$ cat src/dsrt_pkg.sv
package dsrt_pkg;

    localparam int CAPACITY_DEF = 16;

    localparam int ID_W        = 31;
    localparam int DAY_W       = 5;
    localparam int MON_W       = 4;
    localparam int YEAR_W      = 14;
    localparam int DATE_W      = YEAR_W + MON_W + DAY_W;
    localparam int SLOT_W      = 4;
    localparam int SLOT_N      = 16;
    localparam int OUT_SLOT_W  = 5;
    localparam int TOTAL_W     = 5;
    localparam int STATUS_W    = 2;
    localparam int OP_W        = 2;
    localparam int IN_TDATA_W  = 64;
    localparam int OUT_TDATA_W = 64;

    typedef enum logic [OP_W-1:0] {
        OP_INSERT = 2'd0,
        OP_SEARCH = 2'd1,
        OP_DELETE = 2'd2,
        OP_READ   = 2'd3
    } op_t;

    typedef enum logic [STATUS_W-1:0] {
        ST_DONE    = 2'd0,
        ST_MISSING = 2'd1,
        ST_FULL    = 2'd2
    } status_t;

    typedef enum logic [1:0] {
        FSM_IDLE    = 2'd0,
        FSM_MATCH   = 2'd1,
        FSM_FIND    = 2'd2,
        FSM_RESOLVE = 2'd3
    } fsm_t;

    // date packed as year:month:day, day in the lowest bits
    typedef struct packed {
        logic [ID_W-1:0]   id;
        logic [DATE_W-1:0] date;
    } entry_t;

    typedef struct packed {
        logic capture;
        logic load_new;
        logic from_left;
        logic from_right;
    } cell_ctl_t;

endpackage

$ cat src/dsrt_cell.sv
module dsrt_cell (
    input  logic               aclk,
    input  dsrt_pkg::cell_ctl_t ctl,
    input  dsrt_pkg::entry_t   key,
    input  logic               valid,
    input  dsrt_pkg::entry_t   left_entry,
    input  dsrt_pkg::entry_t   right_entry,
    output dsrt_pkg::entry_t   entry,
    output logic               lt,
    output logic               hit
);

    dsrt_pkg::entry_t entry_reg, entry_next;
    logic             lt_reg, lt_next;
    logic             hit_reg, hit_next;

    always_comb begin
        lt_next    = lt_reg;
        hit_next   = hit_reg;
        entry_next = entry_reg;
        if (ctl.capture) begin
            lt_next  = valid && (entry_reg.date < key.date);
            hit_next = valid && (entry_reg.id == key.id);
        end
        if (ctl.load_new) begin
            entry_next = key;
        end else if (ctl.from_left) begin
            entry_next = left_entry;
        end else if (ctl.from_right) begin
            entry_next = right_entry;
        end
    end

    always_ff @(posedge aclk) begin
        entry_reg <= entry_next;
        lt_reg    <= lt_next;
        hit_reg   <= hit_next;
    end

    assign entry = entry_reg;
    assign lt    = lt_reg;
    assign hit   = hit_reg;

endmodule

$ cat src/dsrt_locate.sv
module dsrt_locate #(
    parameter int CAPACITY = dsrt_pkg::CAPACITY_DEF,
    localparam int IDX_W   = $clog2(CAPACITY)
) (
    input  logic [CAPACITY-1:0] hit,
    input  logic [CAPACITY-1:0] lt,
    input  logic [CAPACITY-1:0] rd_sel,
    input  dsrt_pkg::op_t       op,
    output logic [CAPACITY-1:0] pick,
    output logic [CAPACITY-1:0] shift_mask,
    output logic [IDX_W-1:0]    pos
);

    localparam int LEVELS = $clog2(CAPACITY);

    logic [CAPACITY-1:0] pre [LEVELS+1];
    logic [CAPACITY-1:0] first_hit;
    logic [CAPACITY-1:0] ins_sel;

    // inclusive prefix OR of the hit flags, log-depth
    always_comb begin
        pre[0] = hit;
        for (int l = 0; l < LEVELS; l++) begin
            for (int i = 0; i < CAPACITY; i++) begin
                if (i >= (1 << l)) begin
                    pre[l+1][i] = pre[l][i] | pre[l][i-(1<<l)];
                end else begin
                    pre[l+1][i] = pre[l][i];
                end
            end
        end
    end

    assign first_hit  = hit & ~{pre[LEVELS][CAPACITY-2:0], 1'b0};
    assign shift_mask = pre[LEVELS];

    // the held dates are sorted, so the later-than flags form a prefix
    always_comb begin
        ins_sel[0] = !lt[0];
        for (int i = 1; i < CAPACITY; i++) begin
            ins_sel[i] = !lt[i] && lt[i-1];
        end
    end

    always_comb begin
        case (op)
            dsrt_pkg::OP_INSERT: pick = ins_sel;
            dsrt_pkg::OP_READ:   pick = rd_sel;
            default:             pick = first_hit;
        endcase
    end

    always_comb begin
        pos = '0;
        for (int b = 0; b < IDX_W; b++) begin
            for (int i = 0; i < CAPACITY; i++) begin
                if (((i >> b) & 1) == 1) begin
                    pos[b] = pos[b] | pick[i];
                end
            end
        end
    end

endmodule

$ cat src/date_sorted_record_table_unit.sv
// A result reaches the output register through transfer, cell compare, locate and commit
// of the chain, held back only while the output register still holds an untaken result.
// A new item is accepted only in the idle state, after the previous one has committed.
// Reset: aresetn low at a clock edge clears the state machine, the record count and the
// output valid; record contents are left as they are and only positions below the count
// are ever read.
module date_sorted_record_table_unit #(
    parameter int CAPACITY = dsrt_pkg::CAPACITY_DEF
) (
    input  logic                               aclk,
    input  logic                               aresetn,
    input  logic                               s_tvalid,
    output logic                               s_tready,
    // key_id[30:0], pub_day[35:31], pub_month[39:36], pub_year[53:40],
    // slot_index[57:54], zero[63:58]
    input  logic [dsrt_pkg::IN_TDATA_W-1:0]    s_tdata,
    // opcode[1:0]
    input  logic [dsrt_pkg::OP_W-1:0]          s_tuser,
    output logic                               m_tvalid,
    input  logic                               m_tready,
    // found_id[30:0], found_day[35:31], found_month[39:36], found_year[53:40],
    // found_slot[58:54], entry_total[63:59]
    output logic [dsrt_pkg::OUT_TDATA_W-1:0]   m_tdata,
    // status[1:0]
    output logic [dsrt_pkg::STATUS_W-1:0]      m_tuser
);

    localparam int IDX_W = $clog2(CAPACITY);
    localparam int CNT_W = $clog2(CAPACITY + 1);

    dsrt_pkg::fsm_t   state_reg, state_next;
    dsrt_pkg::op_t    op_reg, op_next;
    dsrt_pkg::entry_t key_reg, key_next;
    logic [dsrt_pkg::SLOT_W-1:0] slot_reg, slot_next;
    logic [CNT_W-1:0] count_reg, count_next;
    logic [CAPACITY-1:0] pick_reg, pick_next;
    logic [CAPACITY-1:0] mask_reg, mask_next;
    logic [IDX_W-1:0]    pos_reg, pos_next;
    logic                                 m_tvalid_reg, m_tvalid_next;
    logic [dsrt_pkg::OUT_TDATA_W-1:0]     m_tdata_reg, m_tdata_next;
    logic [dsrt_pkg::STATUS_W-1:0]        m_tuser_reg, m_tuser_next;

    dsrt_pkg::entry_t    cell_entry [CAPACITY];
    dsrt_pkg::cell_ctl_t cell_ctl [CAPACITY];
    logic [CAPACITY-1:0] cell_lt, cell_hit, cell_valid, rd_sel;
    logic [CAPACITY-1:0] loc_pick, loc_mask;
    logic [IDX_W-1:0]    loc_pos;

    logic commit, full, found, ins_ok, del_ok;
    dsrt_pkg::entry_t hit_entry;
    dsrt_pkg::entry_t res_entry;
    dsrt_pkg::status_t res_status;
    logic [IDX_W-1:0] res_pos;
    logic [CNT_W-1:0] count_after;
    logic [IDX_W+dsrt_pkg::OUT_SLOT_W-1:0] pos_wide;
    logic [CNT_W+dsrt_pkg::TOTAL_W-1:0]    total_wide;

    // ---------------------------------------------------------------- cell chain
    for (genvar i = 0; i < CAPACITY; i++) begin : g_cell
        dsrt_pkg::entry_t left_e, right_e;
        if (i == 0) begin : g_first
            assign left_e = cell_entry[i];
        end else begin : g_mid
            assign left_e = cell_entry[i-1];
        end
        if (i == CAPACITY - 1) begin : g_last
            assign right_e = cell_entry[i];
        end else begin : g_inner
            assign right_e = cell_entry[i+1];
        end
        dsrt_cell u_cell (
            .aclk        (aclk),
            .ctl         (cell_ctl[i]),
            .key         (key_reg),
            .valid       (cell_valid[i]),
            .left_entry  (left_e),
            .right_entry (right_e),
            .entry       (cell_entry[i]),
            .lt          (cell_lt[i]),
            .hit         (cell_hit[i])
        );
    end

    always_comb begin
        for (int i = 0; i < CAPACITY; i++) begin
            cell_valid[i] = CNT_W'(i) < count_reg;
            rd_sel[i]     = cell_valid[i] && (i < dsrt_pkg::SLOT_N)
                            && (slot_reg == dsrt_pkg::SLOT_W'(i));
        end
    end

    dsrt_locate #(
        .CAPACITY (CAPACITY)
    ) u_locate (
        .hit        (cell_hit),
        .lt         (cell_lt),
        .rd_sel     (rd_sel),
        .op         (op_reg),
        .pick       (loc_pick),
        .shift_mask (loc_mask),
        .pos        (loc_pos)
    );

    // ---------------------------------------------------------------- commit logic
    assign commit = (state_reg == dsrt_pkg::FSM_RESOLVE) && (!m_tvalid_reg || m_tready);
    assign full   = count_reg == CNT_W'(CAPACITY);
    assign found  = |pick_reg;
    assign ins_ok = (op_reg == dsrt_pkg::OP_INSERT) && !full;
    assign del_ok = (op_reg == dsrt_pkg::OP_DELETE) && found;

    always_comb begin
        for (int i = 0; i < CAPACITY; i++) begin
            cell_ctl[i].capture    = state_reg == dsrt_pkg::FSM_MATCH;
            cell_ctl[i].load_new   = commit && ins_ok && pick_reg[i];
            cell_ctl[i].from_left  = commit && ins_ok && !cell_lt[i] && !pick_reg[i];
            cell_ctl[i].from_right = commit && del_ok && mask_reg[i];
        end
    end

    always_comb begin
        hit_entry = '0;
        for (int i = 0; i < CAPACITY; i++) begin
            hit_entry = hit_entry | (pick_reg[i] ? cell_entry[i] : '0);
        end
    end

    always_comb begin
        res_status  = dsrt_pkg::ST_MISSING;
        res_entry   = '0;
        res_pos     = '0;
        count_after = count_reg;
        if (op_reg == dsrt_pkg::OP_INSERT) begin
            if (full) begin
                res_status = dsrt_pkg::ST_FULL;
            end else begin
                res_status  = dsrt_pkg::ST_DONE;
                res_entry   = key_reg;
                res_pos     = pos_reg;
                count_after = count_reg + CNT_W'(1);
            end
        end else if (found) begin
            res_status = dsrt_pkg::ST_DONE;
            res_entry  = hit_entry;
            res_pos    = pos_reg;
            if (op_reg == dsrt_pkg::OP_DELETE) begin
                count_after = count_reg - CNT_W'(1);
            end
        end
    end

    assign pos_wide   = {{dsrt_pkg::OUT_SLOT_W{1'b0}}, res_pos};
    assign total_wide = {{dsrt_pkg::TOTAL_W{1'b0}}, count_after};

    // ---------------------------------------------------------------- control
    always_comb begin
        state_next    = state_reg;
        op_next       = op_reg;
        key_next      = key_reg;
        slot_next     = slot_reg;
        count_next    = count_reg;
        pick_next     = pick_reg;
        mask_next     = mask_reg;
        pos_next      = pos_reg;
        m_tvalid_next = m_tvalid_reg && !m_tready;
        m_tdata_next  = m_tdata_reg;
        m_tuser_next  = m_tuser_reg;
        s_tready      = state_reg == dsrt_pkg::FSM_IDLE;
        case (state_reg)
            dsrt_pkg::FSM_IDLE: begin
                if (s_tvalid) begin
                    op_next       = dsrt_pkg::op_t'(s_tuser);
                    key_next.id   = s_tdata[30:0];
                    key_next.date = s_tdata[53:31];
                    slot_next     = s_tdata[57:54];
                    state_next    = dsrt_pkg::FSM_MATCH;
                end
            end
            dsrt_pkg::FSM_MATCH: begin
                state_next = dsrt_pkg::FSM_FIND;
            end
            dsrt_pkg::FSM_FIND: begin
                pick_next  = loc_pick;
                mask_next  = loc_mask;
                pos_next   = loc_pos;
                state_next = dsrt_pkg::FSM_RESOLVE;
            end
            dsrt_pkg::FSM_RESOLVE: begin
                if (commit) begin
                    count_next    = count_after;
                    m_tvalid_next = 1'b1;
                    m_tuser_next  = res_status;
                    m_tdata_next  = {total_wide[dsrt_pkg::TOTAL_W-1:0],
                                     pos_wide[dsrt_pkg::OUT_SLOT_W-1:0],
                                     res_entry.date, res_entry.id};
                    state_next    = dsrt_pkg::FSM_IDLE;
                end
            end
            default: begin
                state_next = dsrt_pkg::FSM_IDLE;
            end
        endcase
    end

    always_ff @(posedge aclk) begin
        if (!aresetn) begin
            state_reg    <= dsrt_pkg::FSM_IDLE;
            count_reg    <= '0;
            m_tvalid_reg <= 1'b0;
        end else begin
            state_reg    <= state_next;
            count_reg    <= count_next;
            m_tvalid_reg <= m_tvalid_next;
        end
    end

    always_ff @(posedge aclk) begin
        op_reg      <= op_next;
        key_reg     <= key_next;
        slot_reg    <= slot_next;
        pick_reg    <= pick_next;
        mask_reg    <= mask_next;
        pos_reg     <= pos_next;
        m_tdata_reg <= m_tdata_next;
        m_tuser_reg <= m_tuser_next;
    end

    assign m_tvalid = m_tvalid_reg;
    assign m_tdata  = m_tdata_reg;
    assign m_tuser  = m_tuser_reg;

    // ---------------------------------------------------------------- checks
    a_count_bound: assert property (@(posedge aclk) disable iff (!aresetn)
        count_reg <= CNT_W'(CAPACITY))
        else $error("record count beyond capacity");

    a_pick_onehot: assert property (@(posedge aclk) disable iff (!aresetn)
        (state_reg == dsrt_pkg::FSM_RESOLVE) |-> $onehot0(pick_reg))
        else $error("more than one cell selected");

    a_count_commit: assert property (@(posedge aclk) disable iff (!aresetn)
        (state_reg != dsrt_pkg::FSM_RESOLVE) |=> $stable(count_reg))
        else $error("record count changed outside commit");

    a_accept_start: assert property (@(posedge aclk) disable iff (!aresetn)
        (s_tvalid && s_tready) |=> (state_reg == dsrt_pkg::FSM_MATCH))
        else $error("transfer did not start the compare step");

endmodule
$ cat config.mk
export PLATFORM = sky130hd
export DESIGN_NAME = date_sorted_record_table_unit
export DESIGN_NICKNAME = d
export VERILOG_FILES = /design/src/dsrt_pkg.sv /design/src/dsrt_cell.sv /design/src/dsrt_locate.sv /design/src/date_sorted_record_table_unit.sv
export SDC_FILE = /design/constraint.sdc
export NUM_CORES = 2
export LEC_CHECK = 0
export BUFFER_PORTS_ARGS = -buffer_cell sky130_fd_sc_hd__buf_4
export CAP_MARGIN = 15
export CORE_ASPECT_RATIO = 0.9
export CORE_MARGIN = 2
export CORE_UTILIZATION = 45
export CTS_CLUSTER_SIZE = 25
export DETAILED_ROUTE_END_ITERATION = 7
export PLACE_DENSITY_LB_ADDON = 0.2
export SLEW_MARGIN = 0
export SYNTH_ARGS = -nofsm -noshare
export SYNTH_HDL_FRONTEND = slang
export SYNTH_SLANG_ARGS = --single-unit
$ cat constraint.sdc
create_clock -name aclk -period 11.2 [get_ports aclk]
set_clock_uncertainty 0.1 [all_clocks]
set_input_delay 1.68 -clock aclk [delete_from_list [all_inputs] [get_ports aclk]]
set_output_delay 1.68 -clock aclk [all_outputs]
set_load 0.01 [all_outputs]
==> run_results.csv <==
group,metric,value,unit
run_status,run_status,"complete, no violations",
clocking,cts-resized-gates,0,
critical_path,critPathCaptureType,"flop",
synthesis,synth_commonest_cells,"edfxtp_1, nand2_1, mux2i_1",
pwr,ir_worst_vdd,143.2,uV
floorplan,io_pins,138,
floorplan,core,152600,um^2
critical_path,worstPathArrival,5.79,ns
synthesis,ys_ff_latch,1064,
clocking,cts_hold_buffers,0,
detailed_routing,viasPerCell,7.087,
grt,use_met1,56.07,%
floorplan,die_w,417.1,um
critical_path,path_class,"reg -> reg",
grt,first_global_vias,52980,
clocking,htreeDepth,4,
placed_design,portBuffers,130,
critical_path,path_delay_family,"simple AND/OR/NAND/NOR gates",
timing,slew_viol_final,0,
floorplan,start_util,45.29,%
pwr,leakage,30.96,nW
grt,use_met2,54.43,%
grt,grt.total_usage,40.39,%
synthesis,synth_nets,6871,
synthesis,syn_area_per_cell,10.74,um^2
pwr,powerDensity,188.1,nW/um^2
synthesis,synth.most_common_cell,"edfxtp_1",
synthesis,netlist.area_leader.share,45.87,%
critical_path,startpoint_type,"flop",
synthesis,ys_types,70,
synthesis,yosys.area.top_type,"edfxtp_1",
detailed_routing,wl_per_cell,38.93,um
detailed_routing,drt-total-wl,327100,um
timing,setup_tns,0,ns
grt,antenna_found_initial,31,
critical_path,cp_slowest_cell,"nand3b_1",
floorplan,die-area,156800,um^2
detailed_routing,drt_iter0_markers,11850,
run,maxCapViolations,0,
critical_path,slowest_delay,1.12,ns
synthesis,synth_area_leaders,"edfxtp_1, mux2i_1, ha_1, o21ai_1, nand2_1",
timing,max_slew_margin,4.481,%
grt,use_met3,17.06,%
synthesis,ys.flop_type,"edfxtp_1",
grt,overflow,0,
timing,period_minus_slack,5.514,ns
detailed_routing,drt_pass1_iterations,7,
detailed_routing,ant_nets,0,
synthesis,synth_warnings,0,
floorplan,row_count,136,
critical_path,worst-path-buf-inv,1,
synthesis,ys_seq_area_share,46.10,%
synthesis,syn-cell-area,69130,um^2
finish,instances_no_fill,8403,
detailed_routing,drc_errors,0,
floorplan,die_h,375.8,um
timing,worst_pin_slew,1.420,ns
placed_design,placed_cells,8161,
finish,area_growth,9.461,%
clocking,post_cts_buffers,0,
critical_path,cp_max_fo,42,
critical_path,required,11.47,ns
clocking,clk_pin_slew,0.06,ns
timing,rsz0062_at_grt,"false",
grt,grt-busiest-layer,"met1",
timing,fin_crit_sh,49.23,%
clocking,cts-root-buf,"clkbuf_16",
clocking,cts.sinks,1064,
timing,max_clock_freq,181.4,MHz
clocking,insertion_delay,0.82,ns
placed_design,gp_congestion,1.089,
timing,setup_viol,0,
finish,fin_nets,6727,
critical_path,path_cells,"nor4bb_4 -> nor2_4 -> nand2_1 -> or3_4 -> nand3b_1 -> buf_4",
finish,largest_register_ffs,864,
timing,hold_viol_final,0,
detailed_routing,via_count,59550,
placed_design,dp_hpwl,214400,um
synthesis,synth_async_sr_flop_share,0,%
grt,grt_max_degree,89,
synthesis,synth-edff-count,1056,
clocking,cts_tree,"done",
finish,nFillCells,13630,
synthesis,netlist_instances,6438,
grt,grt_pass1_wl,440200,um
clocking,cts_buffers,130,
hold_path,hold_class,"reg -> reg",
finish,drive_above_1_share,9.277,%
clocking,clk_path_buf_depth,3,
timing,fin_hold_ws,0.4402,ns
## metal layers
metal | vias to the layer above | part of all wire (%)
met5 | - | 0.084
met2 | 5487 | 39
met4 | 36 | 5.3
li1 | 24140 | -
met3 | 1079 | 17
met1 | 28810 | 38
## area by class of cell
type	instances	area, um^2	area share (%)
clock inverter	68	700.7	0.9260
inverter	51	191.4	0.2530
clock buffer	162	3530	4.665
tap	2001	2504	3.309
timing repair buffer	291	2220	2.933
multi-input combinational	4756	34630	45.76
sequential	1064	31870	42.12
antenna	10	25.02	0.03307
## report_power, final
group          total, mW  leakage (nW)  internal, mW  switching (mW)
combinational       4.55          19.3          1.24            3.31
sequential          5.32          9.59          4.87           0.452
clock               4.36          2.08          2.51            1.85
## tightest hold or removal path, stage by stage, from the launching register on
cell and delay [ns]:
dfxtp_1 0.34, nor2_1 0.11, nor2_1 0.05
## cell families after synthesis
kind of cell	count (synthesis)	synth area share, %
and+or+nand+nor	1420	9.461
buffers and inverters	618	4.103
muxes	821	12.00
other	1	0.005425
AOI/OAI and AO/OA	1649	15.39
adders and majority gates	363	6.570
xor gates and xnor gates	502	6.360
DFF	1064	46.10
## final timing paths
path,endpoint,depth (start not counted),from,slack [ns]
worst min register to register,state_reg[0],2,state_reg[0],0.44
worst max register to register,g_cell[6].u_cell.entry[52],6,count_reg[4],5.69
worst max-delay path,g_cell[6].u_cell.entry[52],6,count_reg[4],5.69
worst min-delay path,state_reg[0],2,state_reg[0],0.44
## layout by cell type, fill, tap and decap left out, types with 63 or more instances in the layout
| master | netlist | final |
|---|---|---|
| edfxtp_1 | 1056 | 1056 |
| nand2_1 | 882 | 879 |
| mux2i_1 | 757 | 757 |
| o21ai_1 | 703 | 703 |
| ha_1 | 363 | 361 |
| xor2_1 | 317 | 317 |
| buf_4 | 25 | 286 |
| a22o_1 | 271 | 271 |
| a221oi_1 | 225 | 225 |
| xnor2_1 | 185 | 185 |
| nand4_1 | 173 | 173 |
| o21ai_0 | 157 | 157 |
| clkbuf_16 | 0 | 135 |
| a21oi_1 | 103 | 103 |
| nor4_1 | 99 | 99 |
| a21o_1 | 74 | 74 |
| nor2_1 | 68 | 68 |
| mux2_2 | 63 | 63 |
## through the flow
| stage | instance area [um^2] | util [%] | power [mW] | setup WS [ns] |
|---|---|---|---|---|
| final | 75670 | 49.57 | 14.23 | 5.686 |
| after global routing | 75640 | 49.56 | 14.40 | 5.782 |
| after CTS | 75630 | 49.55 | 13.87 | 5.975 |
| after detailed placement | 71400 | 46.78 | 9.573 | 5.263 |
| after global placement | 71390 | 46.77 | 9.526 | 5.302 |
| after floorplan | 69130 | - | 7.588 | 4.523 |
No activity file was read; power rests on OpenSTA's default activity.
